--- config.mk ---
export PLATFORM = sky130hd
export DESIGN_NAME = char_lcd_nibble_write_sequencer
export DESIGN_NICKNAME = d
export VERILOG_FILES = /design/src/sv/lcdnw_pkg.sv /design/src/sv/char_lcd_nibble_write_sequencer.sv /design/src/sv/lcdnw_ctrl.sv /design/src/sv/lcdnw_dp.sv
export SDC_FILE = /design/constraint.sdc
export NUM_CORES = 1
export LEC_CHECK = 0
export BUFFER_PORTS_ARGS = -buffer_cell sky130_fd_sc_hd__buf_2
export CAP_MARGIN = 20
export CELL_PAD_IN_SITES_DETAIL_PLACEMENT = 2
export CELL_PAD_IN_SITES_GLOBAL_PLACEMENT = 2
export CORE_UTILIZATION = 36
export CTS_CLUSTER_SIZE = 14
export DETAILED_ROUTE_END_ITERATION = 10
export PLACE_DENSITY_LB_ADDON = 0.1
export SLEW_MARGIN = 20
export SYNTH_ARGS = -nofsm -noshare
export SYNTH_HDL_FRONTEND = slang
export SYNTH_SLANG_ARGS = --single-unit
--- constraint.sdc ---
create_clock -name aclk -period 4.83 [get_ports aclk]
set_input_delay 1.449 -clock aclk [delete_from_list [all_inputs] [get_ports aclk]]
set_output_delay 1.449 -clock aclk [all_outputs]
set_load 0.005 [all_outputs]
--- src/sv/lcdnw_pkg.sv ---
// Shared types, codes and constants of the character LCD nibble write sequencer.
// Used by lcdnw_ctrl, lcdnw_dp and the top level; depends on nothing.
package lcdnw_pkg;

    // Request codes
    localparam logic [2:0] ReqInit     = 3'd0;
    localparam logic [2:0] ReqCmdByte  = 3'd1;
    localparam logic [2:0] ReqDataByte = 3'd2;
    localparam logic [2:0] ReqGoto     = 3'd3;
    localparam logic [2:0] ReqGlyph    = 3'd4;

    // Configuration register indexes
    localparam logic [1:0] CfgEnablePulse  = 2'd0;
    localparam logic [1:0] CfgDataSettle   = 2'd1;
    localparam logic [1:0] CfgCommandSettle = 2'd2;

    localparam logic [7:0]  EnablePulseReset   = 8'd10;
    localparam logic [15:0] DataSettleReset    = 16'd200;
    localparam logic [15:0] CommandSettleReset = 16'd2000;

    localparam logic [15:0] InitWaitUs   = 16'd40000;
    localparam logic [15:0] ClearExtraUs = 16'd2000;
    localparam logic [7:0]  HighNibbleMask = 8'hF0;

    // Byte counter limits within a request
    localparam logic [3:0] InitLastIdx  = 4'd5;
    localparam logic [3:0] GlyphDataLastIdx = 4'd8;
    localparam logic [3:0] GlyphGotoIdx = 4'd9;
    localparam logic [3:0] GlyphLastIdx = 4'd10;
    // Init byte that clears the display and gets the extra wait
    localparam logic [2:0] InitClearIdx = 3'd4;

    typedef enum logic [1:0] {
        ST_IDLE,
        ST_DECODE,
        ST_WAIT,
        ST_BYTE
    } ctrl_state_t;

    typedef enum logic [2:0] {
        SRC_INIT,
        SRC_VALUE_CMD,
        SRC_VALUE_DATA,
        SRC_GOTO,
        SRC_SLOT_ADDR,
        SRC_GLYPH,
        SRC_SLOT_DATA
    } byte_src_t;

    // Controller to datapath
    typedef struct packed {
        logic      load_req;   // latch the accepted item
        logic      emit;       // load one pin state into the output register
        logic      wait_state; // emitted pin state is the power-up wait
        byte_src_t src;
        logic [2:0] k;         // init or glyph byte number
        logic [1:0] phase;     // 0 hi E=1, 1 hi E=0, 2 lo E=1, 3 lo E=0
        logic      last;
    } ctrl_cmd_t;

    // Datapath to controller
    typedef struct packed {
        logic [2:0] req_cmd;
        logic       row_ok;
        logic       out_free;
    } dp_status_t;

    function automatic logic [7:0] init_byte(input logic [2:0] k);
        logic [7:0] b;
        case (k)
            3'd0:    b = 8'h33;
            3'd1:    b = 8'h32;
            3'd2:    b = 8'h28;
            3'd3:    b = 8'h0C;
            3'd4:    b = 8'h01;
            default: b = 8'h06;
        endcase
        return b;
    endfunction

endpackage

--- src/sv/char_lcd_nibble_write_sequencer.sv ---
// Top level of the character LCD 4-bit write sequencer.
// Uses lcdnw_pkg; instantiates lcdnw_ctrl and lcdnw_dp.
//
// Usage:
//   s_* channel (valid/ready): one request item (init, command byte, data byte,
//   go-to, glyph load). m_* channel (valid/ready): one pin state per item
//   (RS, E, port byte, hold time in us), m_last marks the final one of a request.
//   cfg_write/cfg_index/cfg_wdata: 0 enable pulse, 1 data settle, 2 command
//   settle; write only while idle.
//   A taken request is decoded before its first pin state is loaded.
//   Throughput: one pin state per cycle while m_ready stays high; a request that
//   makes n pin states (0 to 44) emits them all before the next item is
//   taken. The sequencer's byte/phase counter sets this rate.
//   s_ready is high only between requests; the last pin state may still wait in
//   the output register while the next item is taken.
//   A stall on m_ready holds the output register and freezes the sequencer.
//   Reset (aresetn low, synchronous) empties the output, returns to idle and
//   restores the timing registers to 10, 200 and 2000 us.
module char_lcd_nibble_write_sequencer (
    input  logic        aclk,
    input  logic        aresetn,
    input  logic        cfg_write,
    input  logic [1:0]  cfg_index,
    input  logic [15:0] cfg_wdata,
    input  logic        s_valid,
    output logic        s_ready,
    input  logic [2:0]  s_cmd,
    input  logic [7:0]  s_byte_value,
    input  logic [1:0]  s_row,
    input  logic [5:0]  s_column,
    input  logic [2:0]  s_cgram_slot,
    input  logic [63:0] s_glyph_rows,
    output logic        m_valid,
    input  logic        m_ready,
    output logic        m_reg_select,
    output logic        m_enable,
    output logic [7:0]  m_port_byte,
    output logic [15:0] m_hold_us,
    output logic        m_last
);

    lcdnw_pkg::ctrl_cmd_t  cmd;
    lcdnw_pkg::dp_status_t sts;

    lcdnw_ctrl u_ctrl (
        .aclk    (aclk),
        .aresetn (aresetn),
        .s_valid (s_valid),
        .s_ready (s_ready),
        .sts     (sts),
        .cmd     (cmd)
    );

    lcdnw_dp u_dp (
        .aclk         (aclk),
        .aresetn      (aresetn),
        .cfg_write    (cfg_write),
        .cfg_index    (cfg_index),
        .cfg_wdata    (cfg_wdata),
        .s_cmd        (s_cmd),
        .s_byte_value (s_byte_value),
        .s_row        (s_row),
        .s_column     (s_column),
        .s_cgram_slot (s_cgram_slot),
        .s_glyph_rows (s_glyph_rows),
        .cmd          (cmd),
        .sts          (sts),
        .m_valid      (m_valid),
        .m_ready      (m_ready),
        .m_reg_select (m_reg_select),
        .m_enable     (m_enable),
        .m_port_byte  (m_port_byte),
        .m_hold_us    (m_hold_us),
        .m_last       (m_last)
    );

endmodule

--- src/sv/lcdnw_ctrl.sv ---
// Sequencer state machine: walks the bytes and nibble phases of one request.
// Uses lcdnw_pkg; drives the datapath lcdnw_dp through ctrl_cmd_t.
module lcdnw_ctrl (
    input  logic                   aclk,
    input  logic                   aresetn,
    input  logic                   s_valid,
    output logic                   s_ready,
    input  lcdnw_pkg::dp_status_t  sts,
    output lcdnw_pkg::ctrl_cmd_t   cmd
);

    lcdnw_pkg::ctrl_state_t state_reg, state_next;
    logic [3:0] byte_idx_reg, byte_idx_next;
    logic [1:0] phase_reg, phase_next;

    lcdnw_pkg::byte_src_t plan_src;
    logic [2:0] plan_k;
    logic       plan_final;
    logic [3:0] glyph_k;

    // Which byte the counter points at, and whether it ends the request
    always_comb begin
        glyph_k    = byte_idx_reg - 4'd1;
        plan_src   = lcdnw_pkg::SRC_VALUE_CMD;
        plan_k     = 3'd0;
        plan_final = 1'b1;
        unique case (sts.req_cmd)
            lcdnw_pkg::ReqInit: begin
                plan_src   = lcdnw_pkg::SRC_INIT;
                plan_k     = byte_idx_reg[2:0];
                plan_final = (byte_idx_reg == lcdnw_pkg::InitLastIdx);
            end
            lcdnw_pkg::ReqCmdByte:  plan_src = lcdnw_pkg::SRC_VALUE_CMD;
            lcdnw_pkg::ReqDataByte: plan_src = lcdnw_pkg::SRC_VALUE_DATA;
            lcdnw_pkg::ReqGoto:     plan_src = lcdnw_pkg::SRC_GOTO;
            lcdnw_pkg::ReqGlyph: begin
                plan_final = 1'b0;
                if (byte_idx_reg == 4'd0) begin
                    plan_src = lcdnw_pkg::SRC_SLOT_ADDR;
                end else if (byte_idx_reg <= lcdnw_pkg::GlyphDataLastIdx) begin
                    plan_src = lcdnw_pkg::SRC_GLYPH;
                    plan_k   = glyph_k[2:0];
                end else if (byte_idx_reg == lcdnw_pkg::GlyphGotoIdx && sts.row_ok) begin
                    plan_src = lcdnw_pkg::SRC_GOTO;
                end else begin
                    plan_src   = lcdnw_pkg::SRC_SLOT_DATA;
                    plan_final = 1'b1;
                end
            end
            default: plan_final = 1'b1;
        endcase
    end

    // Next state and counters
    always_comb begin
        state_next    = state_reg;
        byte_idx_next = byte_idx_reg;
        phase_next    = phase_reg;
        unique case (state_reg)
            lcdnw_pkg::ST_IDLE: begin
                if (s_valid) state_next = lcdnw_pkg::ST_DECODE;
            end
            lcdnw_pkg::ST_DECODE: begin
                byte_idx_next = 4'd0;
                phase_next    = 2'd0;
                case (sts.req_cmd)
                    lcdnw_pkg::ReqInit: state_next = lcdnw_pkg::ST_WAIT;
                    lcdnw_pkg::ReqCmdByte,
                    lcdnw_pkg::ReqDataByte,
                    lcdnw_pkg::ReqGlyph: state_next = lcdnw_pkg::ST_BYTE;
                    lcdnw_pkg::ReqGoto:
                        state_next = sts.row_ok ? lcdnw_pkg::ST_BYTE : lcdnw_pkg::ST_IDLE;
                    default: state_next = lcdnw_pkg::ST_IDLE;
                endcase
            end
            lcdnw_pkg::ST_WAIT: begin
                if (sts.out_free) state_next = lcdnw_pkg::ST_BYTE;
            end
            lcdnw_pkg::ST_BYTE: begin
                if (sts.out_free) begin
                    phase_next = phase_reg + 2'd1;
                    if (phase_reg == 2'd3) begin
                        if (plan_final) state_next = lcdnw_pkg::ST_IDLE;
                        else byte_idx_next = byte_idx_reg + 4'd1;
                    end
                end
            end
            default: state_next = lcdnw_pkg::ST_IDLE;
        endcase
    end

    // Outputs
    always_comb begin
        s_ready        = (state_reg == lcdnw_pkg::ST_IDLE);
        cmd.load_req   = s_valid && (state_reg == lcdnw_pkg::ST_IDLE);
        cmd.emit       = 1'b0;
        cmd.wait_state = 1'b0;
        cmd.src        = plan_src;
        cmd.k          = plan_k;
        cmd.phase      = phase_reg;
        cmd.last       = 1'b0;
        unique case (state_reg)
            lcdnw_pkg::ST_IDLE, lcdnw_pkg::ST_DECODE: ;
            lcdnw_pkg::ST_WAIT: begin
                cmd.emit       = sts.out_free;
                cmd.wait_state = 1'b1;
            end
            lcdnw_pkg::ST_BYTE: begin
                cmd.emit = sts.out_free;
                cmd.last = plan_final && (phase_reg == 2'd3);
            end
            default: ;
        endcase
    end

    always_ff @(posedge aclk) begin
        if (!aresetn) begin
            state_reg    <= lcdnw_pkg::ST_IDLE;
            byte_idx_reg <= 4'd0;
            phase_reg    <= 2'd0;
        end else begin
            state_reg    <= state_next;
            byte_idx_reg <= byte_idx_next;
            phase_reg    <= phase_next;
        end
    end

    a_emit_needs_room: assert property (@(posedge aclk) disable iff (!aresetn)
        cmd.emit |-> sts.out_free)
        else $error("pin state emitted into a full output register");

    a_last_ends_request: assert property (@(posedge aclk) disable iff (!aresetn)
        (cmd.emit && cmd.last) |=> (state_reg == lcdnw_pkg::ST_IDLE))
        else $error("sequencer kept running after the final pin state");

    a_idx_in_range: assert property (@(posedge aclk) disable iff (!aresetn)
        (state_reg == lcdnw_pkg::ST_BYTE) |-> (byte_idx_reg <= lcdnw_pkg::GlyphLastIdx))
        else $error("byte counter ran past the longest request");

    a_no_accept_busy: assert property (@(posedge aclk) disable iff (!aresetn)
        cmd.load_req |=> (state_reg == lcdnw_pkg::ST_DECODE && !s_ready))
        else $error("item accepted while a request was in progress");

endmodule

--- src/sv/lcdnw_dp.sv ---
// Datapath: config registers, latched request, byte/nibble selection and output register.
// Uses lcdnw_pkg; controlled by lcdnw_ctrl through ctrl_cmd_t.
module lcdnw_dp (
    input  logic                  aclk,
    input  logic                  aresetn,
    input  logic                  cfg_write,
    input  logic [1:0]            cfg_index,
    input  logic [15:0]           cfg_wdata,
    input  logic [2:0]            s_cmd,
    input  logic [7:0]            s_byte_value,
    input  logic [1:0]            s_row,
    input  logic [5:0]            s_column,
    input  logic [2:0]            s_cgram_slot,
    input  logic [63:0]           s_glyph_rows,
    input  lcdnw_pkg::ctrl_cmd_t  cmd,
    output lcdnw_pkg::dp_status_t sts,
    output logic                  m_valid,
    input  logic                  m_ready,
    output logic                  m_reg_select,
    output logic                  m_enable,
    output logic [7:0]            m_port_byte,
    output logic [15:0]           m_hold_us,
    output logic                  m_last
);

    logic [7:0]  enable_pulse_reg;
    logic [15:0] data_settle_reg;
    logic [15:0] command_settle_reg;

    logic [2:0]  req_cmd_reg;
    logic [7:0]  byte_value_reg;
    logic [1:0]  row_reg;
    logic [5:0]  column_reg;
    logic [2:0]  slot_reg;
    logic [63:0] glyph_reg;

    logic        m_valid_reg, m_valid_next;
    logic        rs_reg, en_reg, last_reg;
    logic [7:0]  port_reg;
    logic [15:0] hold_reg;

    logic [7:0]  cur_byte;
    logic        cur_rs;
    logic [16:0] clear_sum;
    logic [15:0] final_hold;
    logic        rs_next, en_next;
    logic [7:0]  port_next;
    logic [15:0] hold_next;

    always_ff @(posedge aclk) begin
        if (!aresetn) begin
            enable_pulse_reg   <= lcdnw_pkg::EnablePulseReset;
            data_settle_reg    <= lcdnw_pkg::DataSettleReset;
            command_settle_reg <= lcdnw_pkg::CommandSettleReset;
        end else if (cfg_write) begin
            case (cfg_index)
                lcdnw_pkg::CfgEnablePulse:   enable_pulse_reg   <= cfg_wdata[7:0];
                lcdnw_pkg::CfgDataSettle:    data_settle_reg    <= cfg_wdata;
                lcdnw_pkg::CfgCommandSettle: command_settle_reg <= cfg_wdata;
                default: ;
            endcase
        end
    end

    always_ff @(posedge aclk) begin
        if (cmd.load_req) begin
            req_cmd_reg    <= s_cmd;
            byte_value_reg <= s_byte_value;
            row_reg        <= s_row;
            column_reg     <= s_column;
            slot_reg       <= s_cgram_slot;
            glyph_reg      <= s_glyph_rows;
        end
    end

    // Byte being sent and its RS level
    always_comb begin
        unique case (cmd.src)
            lcdnw_pkg::SRC_INIT:       cur_byte = lcdnw_pkg::init_byte(cmd.k);
            lcdnw_pkg::SRC_VALUE_CMD,
            lcdnw_pkg::SRC_VALUE_DATA: cur_byte = byte_value_reg;
            // row 0 -> 0x80 + column, row 1 -> 0xC0 + column
            lcdnw_pkg::SRC_GOTO:       cur_byte = {1'b1, row_reg[0], column_reg};
            lcdnw_pkg::SRC_SLOT_ADDR:  cur_byte = {2'b01, slot_reg, 3'b000};
            lcdnw_pkg::SRC_GLYPH:      cur_byte = glyph_reg[{cmd.k, 3'b000} +: 8];
            lcdnw_pkg::SRC_SLOT_DATA:  cur_byte = {5'd0, slot_reg};
            default:                   cur_byte = 8'd0;
        endcase
        case (cmd.src)
            lcdnw_pkg::SRC_VALUE_DATA,
            lcdnw_pkg::SRC_GLYPH,
            lcdnw_pkg::SRC_SLOT_DATA: cur_rs = 1'b1;
            default:                  cur_rs = 1'b0;
        endcase
    end

    // Final hold of a byte; the init sequence's display clear waits longer, saturated
    always_comb begin
        clear_sum = {1'b0, command_settle_reg} + {1'b0, lcdnw_pkg::ClearExtraUs};
        if (cur_rs)
            final_hold = data_settle_reg;
        else if (cmd.src == lcdnw_pkg::SRC_INIT && cmd.k == lcdnw_pkg::InitClearIdx)
            final_hold = clear_sum[16] ? 16'hFFFF : clear_sum[15:0];
        else
            final_hold = command_settle_reg;
    end

    always_comb begin
        if (cmd.wait_state) begin
            rs_next   = 1'b0;
            en_next   = 1'b0;
            port_next = 8'd0;
            hold_next = lcdnw_pkg::InitWaitUs;
        end else begin
            rs_next   = cur_rs;
            en_next   = !cmd.phase[0];
            port_next = cmd.phase[1] ? {cur_byte[3:0], 4'h0}
                                     : (cur_byte & lcdnw_pkg::HighNibbleMask);
            case (cmd.phase)
                2'd1:    hold_next = data_settle_reg;
                2'd3:    hold_next = final_hold;
                default: hold_next = {8'd0, enable_pulse_reg};
            endcase
        end
    end

    always_comb begin
        m_valid_next = m_valid_reg;
        if (cmd.emit)
            m_valid_next = 1'b1;
        else if (m_ready)
            m_valid_next = 1'b0;
    end

    always_ff @(posedge aclk) begin
        if (!aresetn) begin
            m_valid_reg <= 1'b0;
        end else begin
            m_valid_reg <= m_valid_next;
        end
    end

    always_ff @(posedge aclk) begin
        if (cmd.emit) begin
            rs_reg   <= rs_next;
            en_reg   <= en_next;
            port_reg <= port_next;
            hold_reg <= hold_next;
            last_reg <= cmd.last;
        end
    end

    assign sts.req_cmd  = req_cmd_reg;
    assign sts.row_ok   = !row_reg[1];
    assign sts.out_free = !m_valid_reg || m_ready;

    assign m_valid      = m_valid_reg;
    assign m_reg_select = rs_reg;
    assign m_enable     = en_reg;
    assign m_port_byte  = port_reg;
    assign m_hold_us    = hold_reg;
    assign m_last       = last_reg;

endmodule

==> summary.md <==
* **net count of the finished layout** 877
* **Die Span Y** 142 um
* **fill count** 1,968
* **I/O pin count** 138
* **clock network fraction of design power** 42.3%
* **number of enable flip-flop cells after synthesis** 109
* **clock sink total** 158
* **largest fanout of any net on the critical path** 14
* **compound-gate portion of the synthesized area** 14.5%
* **via count normalized by instance count** 5.40
* **Non-Filler Instances** 1,034
* **count of unique library cells instantiated by Yosys** 70
* **post-synthesis share of cell area spent on full adders, half adders and majority gates** 1.38%
* **number of max-capacitance violations reported** 0
* **Antenna Diode Count** 0
* **total global-route track usage** 23.2%
* **largest net degree at the start of global routing** 68
* **area of all sequential standard cells** 4250 um2
* **fraction of synthesized cell area in xor and xnor cells** 0.620%
* **placed wire-length estimate** 16,100 um
* **Placed Cells** 1,002
* **simple logic cell fraction of the synthesized area** 15.4%
* **area share of the largest cell type after synthesis** 46.3%
* **Synth warnings** 0
* **number of buffers created by CTS** 17
* **dominant cells by area after synthesis** sky130_fd_sc_hd__edfxtp_1 46%, sky130_fd_sc_hd__dfxtp_1 14%, sky130_fd_sc_hd__nand2_1 6.2%
* **remaining max-slew budget at the tightest pin** 38.5%
* **count of vias placed by the detailed router** 5,587
* **buffer depth of the longest clock path** 2
* **DRT Pass-1 Iters** 4
* **worst-path cell with the longest stage delay** sky130_fd_sc_hd__o31ai_4
* **Max rail drop VDD** 0.252 mV
* **portion of total power attributed to combinational logic** 7.8%
* **Detail Route Antenna Nets** 0
* **Synth async-reset ratio** 0%
* **ratio of cells with drive above 1 in the final layout** 24.2%
* **post-cts repair resize count** 0
* **final setup skew** 0.0112 ns
* **Port Buf Inserts** 133
* **dominant combinational cell family by area after synthesis** simple AND/OR/NAND/NOR gates
* **max FFs per register** 64
* **hold crit path type** register to register
* **Clock H-tree levels** 4
* **setup violators final** 0
* **initial antenna violation count** 0
* **effective utilization at floorplan** 37.3%
* **Worst Hold Margin** 0.463 ns
* **Pwr per Cell Area** 375 nW/um2
* **register area share after synthesis** 60.2%
* **mapped cell area** 7060 um2
* **DRC violation count after routing** 0
* **Clock Pin Slew Worst Setup and Hold Paths** 0.07 ns
* **area growth from synthesis to layout** 21.3%
* **sequence of cells on the critical path** inv_1 -> ha_1 -> nand2b_1 -> xnor2_1 -> o31ai_4 -> buf_4 -> mux2i_1 -> mux2_2 -> o31ai_1 -> o32a_1
* **result of the run** complete, no violations
* **DR WL/cell** 21.7 um
* **TritonCTS clock tree** done
* **global route total overflow** 0
* **Critical Setup Path Class** register to register
* **Syn Area/Cell** 11.2 um2
* **Arrival @ worst endpoint** 3.96 ns
* **area used by multi-input combinational logic** 2650 um2
* **core footprint** 19,000 um2
* **overall routed net length** 22,400 um
* **final total negative setup slack** 0 ns
* **delay contributed by the slowest stage of the critical path** 0.74 ns
* **CP Launch Type** register
* **CP Data Required Time** 5.14 ns
* **register bit total from synthesis** 158
* **first-pass GRT wire length** 34,400 um
* **die area** 20,200 um2
* **placer congestion estimate** 0.791
* **net switching fraction of the power** 27.0%
* **unrepaired setup endpoints after global routing** false
* **portion of netlist area occupied by mux cells** 5.10%
* **power spent charging and discharging nets** 0.868 mW
* **final worst path period need** 3.65 ns
* **detailed router's first-iteration violation count** 267
* **commonest register cell after synthesis** sky130_fd_sc_hd__edfxtp_1
* **vias in the first global route** 6,098
* **Clk Tree Root Cell** sky130_fd_sc_hd__clkbuf_16
* **critical path's top delay family** compound AO/OA/AOI/OAI gates
* **Worst Max-Slew Pin Slew** 0.919 ns
* **Post-CTS Setup Inserts** 0
* **cell leakage power** 3.20 nW
* **Fin. Hold Viols** 0
* **Final period util** 75.6%
* **Sequential Power Share** 49.9%
* **hold buffer count at cts** 0
* **WP buf/inv** 2
* **Fmax** 274 MHz
* **Horiz. Die Dim** 142 um
* **Slew Limit Fails** 0
* **endpoint class of the critical path** register
* **internal power** 2.34 mW
* **cell count after synthesis** 633
* **later-pin clock latency in the skew report** 0.44 ns
* **count of standard-cell rows** 50
* **library cell with the largest summed area after synthesis** sky130_fd_sc_hd__edfxtp_1
-- cell families (layout without fill, tap and decap cells) --
family | Yosys count | after routing
other cells | 1 | 4
buf+inv | 41 | 179
mux | 34 | 34
xor+xnor | 5 | 5
fa+ha+maj | 8 | 8
flops | 158 | 158
compound gates | 148 | 148
simple gates | 238 | 238
-- power by group through the flow --
stage	clock network [mW]	logic, mW	registers (mW)
2_1_floorplan	0	0.136	1.61
3_3_place_gp	0	0.240	1.63
3_5_place_dp	0	0.253	1.63
4_1_cts	1.39	0.256	1.60
5_1_grt	1.44	0.275	1.61
6_report	1.36	0.251	1.60
-- per-stage QoR --
step	setup slack (ns)	power [mW]	util [%]	instance area, um2
global placement	1.55	1.87	42.0	7970
detailed placement	1.29	1.89	42.0	7970
CTS	1.25	3.25	45.2	8560
global route	0.934	3.33	45.2	8570
finish	1.18	3.21	45.2	8570
floorplan	0.930	1.75	-	7070
-- cells in the mapped netlist (6+ instances only) --
master	n
sky130_fd_sc_hd__edfxtp_1	109
sky130_fd_sc_hd__nor2_1	42
sky130_fd_sc_hd__nand3_1	21
sky130_fd_sc_hd__nand2_1	116
sky130_fd_sc_hd__nand2b_1	8
sky130_fd_sc_hd__and2_1	8
sky130_fd_sc_hd__a21oi_1	50
sky130_fd_sc_hd__mux2i_1	30
sky130_fd_sc_hd__buf_2	6
sky130_fd_sc_hd__ha_1	7
sky130_fd_sc_hd__o21ai_0	14
sky130_fd_sc_hd__or3_1	7
sky130_fd_sc_hd__o211ai_1	6
sky130_fd_sc_hd__clkbuf_1	22
sky130_fd_sc_hd__dfxtp_1	49
sky130_fd_sc_hd__a221o_1	6
sky130_fd_sc_hd__a31oi_1	6
sky130_fd_sc_hd__a22oi_1	7
sky130_fd_sc_hd__nor3_1	7
sky130_fd_sc_hd__a211oi_1	7
-- per-layer routing --
metal,GRT usage (%),wire length (um),vias to the layer above,part of all wire (%)
met5,0,0,-,0
met4,8.83,486,0,2.2
met3,4.74,838,35,3.7
met2,41.8,11800,136,53
met1,27.0,9310,2806,42
li1,-,-,2610,-
-- worst paths after layout --
path | cells after the start | end | slack [ns] | startpoint
setup / recovery | 10 | u_dp.m_port_byte[5] | 1.18 | u_ctrl.byte_idx_reg[0]
hold / removal | 2 | u_dp.command_settle_reg[3] | 0.46 | u_dp.command_settle_reg[3]
setup reg to reg | 10 | u_dp.m_port_byte[5] | 1.18 | u_ctrl.byte_idx_reg[0]
hold reg to reg | 2 | u_dp.command_settle_reg[3] | 0.46 | u_dp.command_settle_reg[3]
-- final cells by class --
| cell class | instances | area share [%] |
|---|---|---|
| inverter | 6 | 0.263 |
| clock inverter | 15 | 1.94 |
| timing repair buffer | 141 | 8.47 |
| clock buffer | 17 | 4.96 |
| multi-input combinational | 437 | 30.9 |
| tap | 260 | 3.80 |
| sequential | 158 | 49.6 |
-- worst register-to-register path, cell delays in order (launching register included) --
cell	delay, ns
sky130_fd_sc_hd__dfxtp_1	0.66
sky130_fd_sc_hd__inv_1	0.15
sky130_fd_sc_hd__ha_1	0.30
sky130_fd_sc_hd__nand2b_1	0.24
sky130_fd_sc_hd__xnor2_1	0.21
sky130_fd_sc_hd__o31ai_4	0.74
sky130_fd_sc_hd__buf_4	0.39
sky130_fd_sc_hd__mux2i_1	0.13
sky130_fd_sc_hd__mux2_2	0.28
sky130_fd_sc_hd__o31ai_1	0.23
sky130_fd_sc_hd__o32a_1	0.20
-- layout by cell type, fill, tap and decap left out, drive strengths merged, types with 7 or more instances in the layout --
master / netlist / layout
buf: 13 / 141
nand2: 116 / 116
edfxtp: 109 / 109
a21oi: 50 / 50
dfxtp: 49 / 49
nor2: 42 / 42
mux2i: 30 / 30
nand3: 21 / 21
clkbuf: 22 / 17
o21ai: 14 / 14
inv: 5 / 14
and2: 9 / 9
nand2b: 8 / 8
nor3: 7 / 7
or3: 7 / 7
a22oi: 7 / 7
a211oi: 7 / 7
ha: 7 / 7
(Power assumes the default switching activity.)
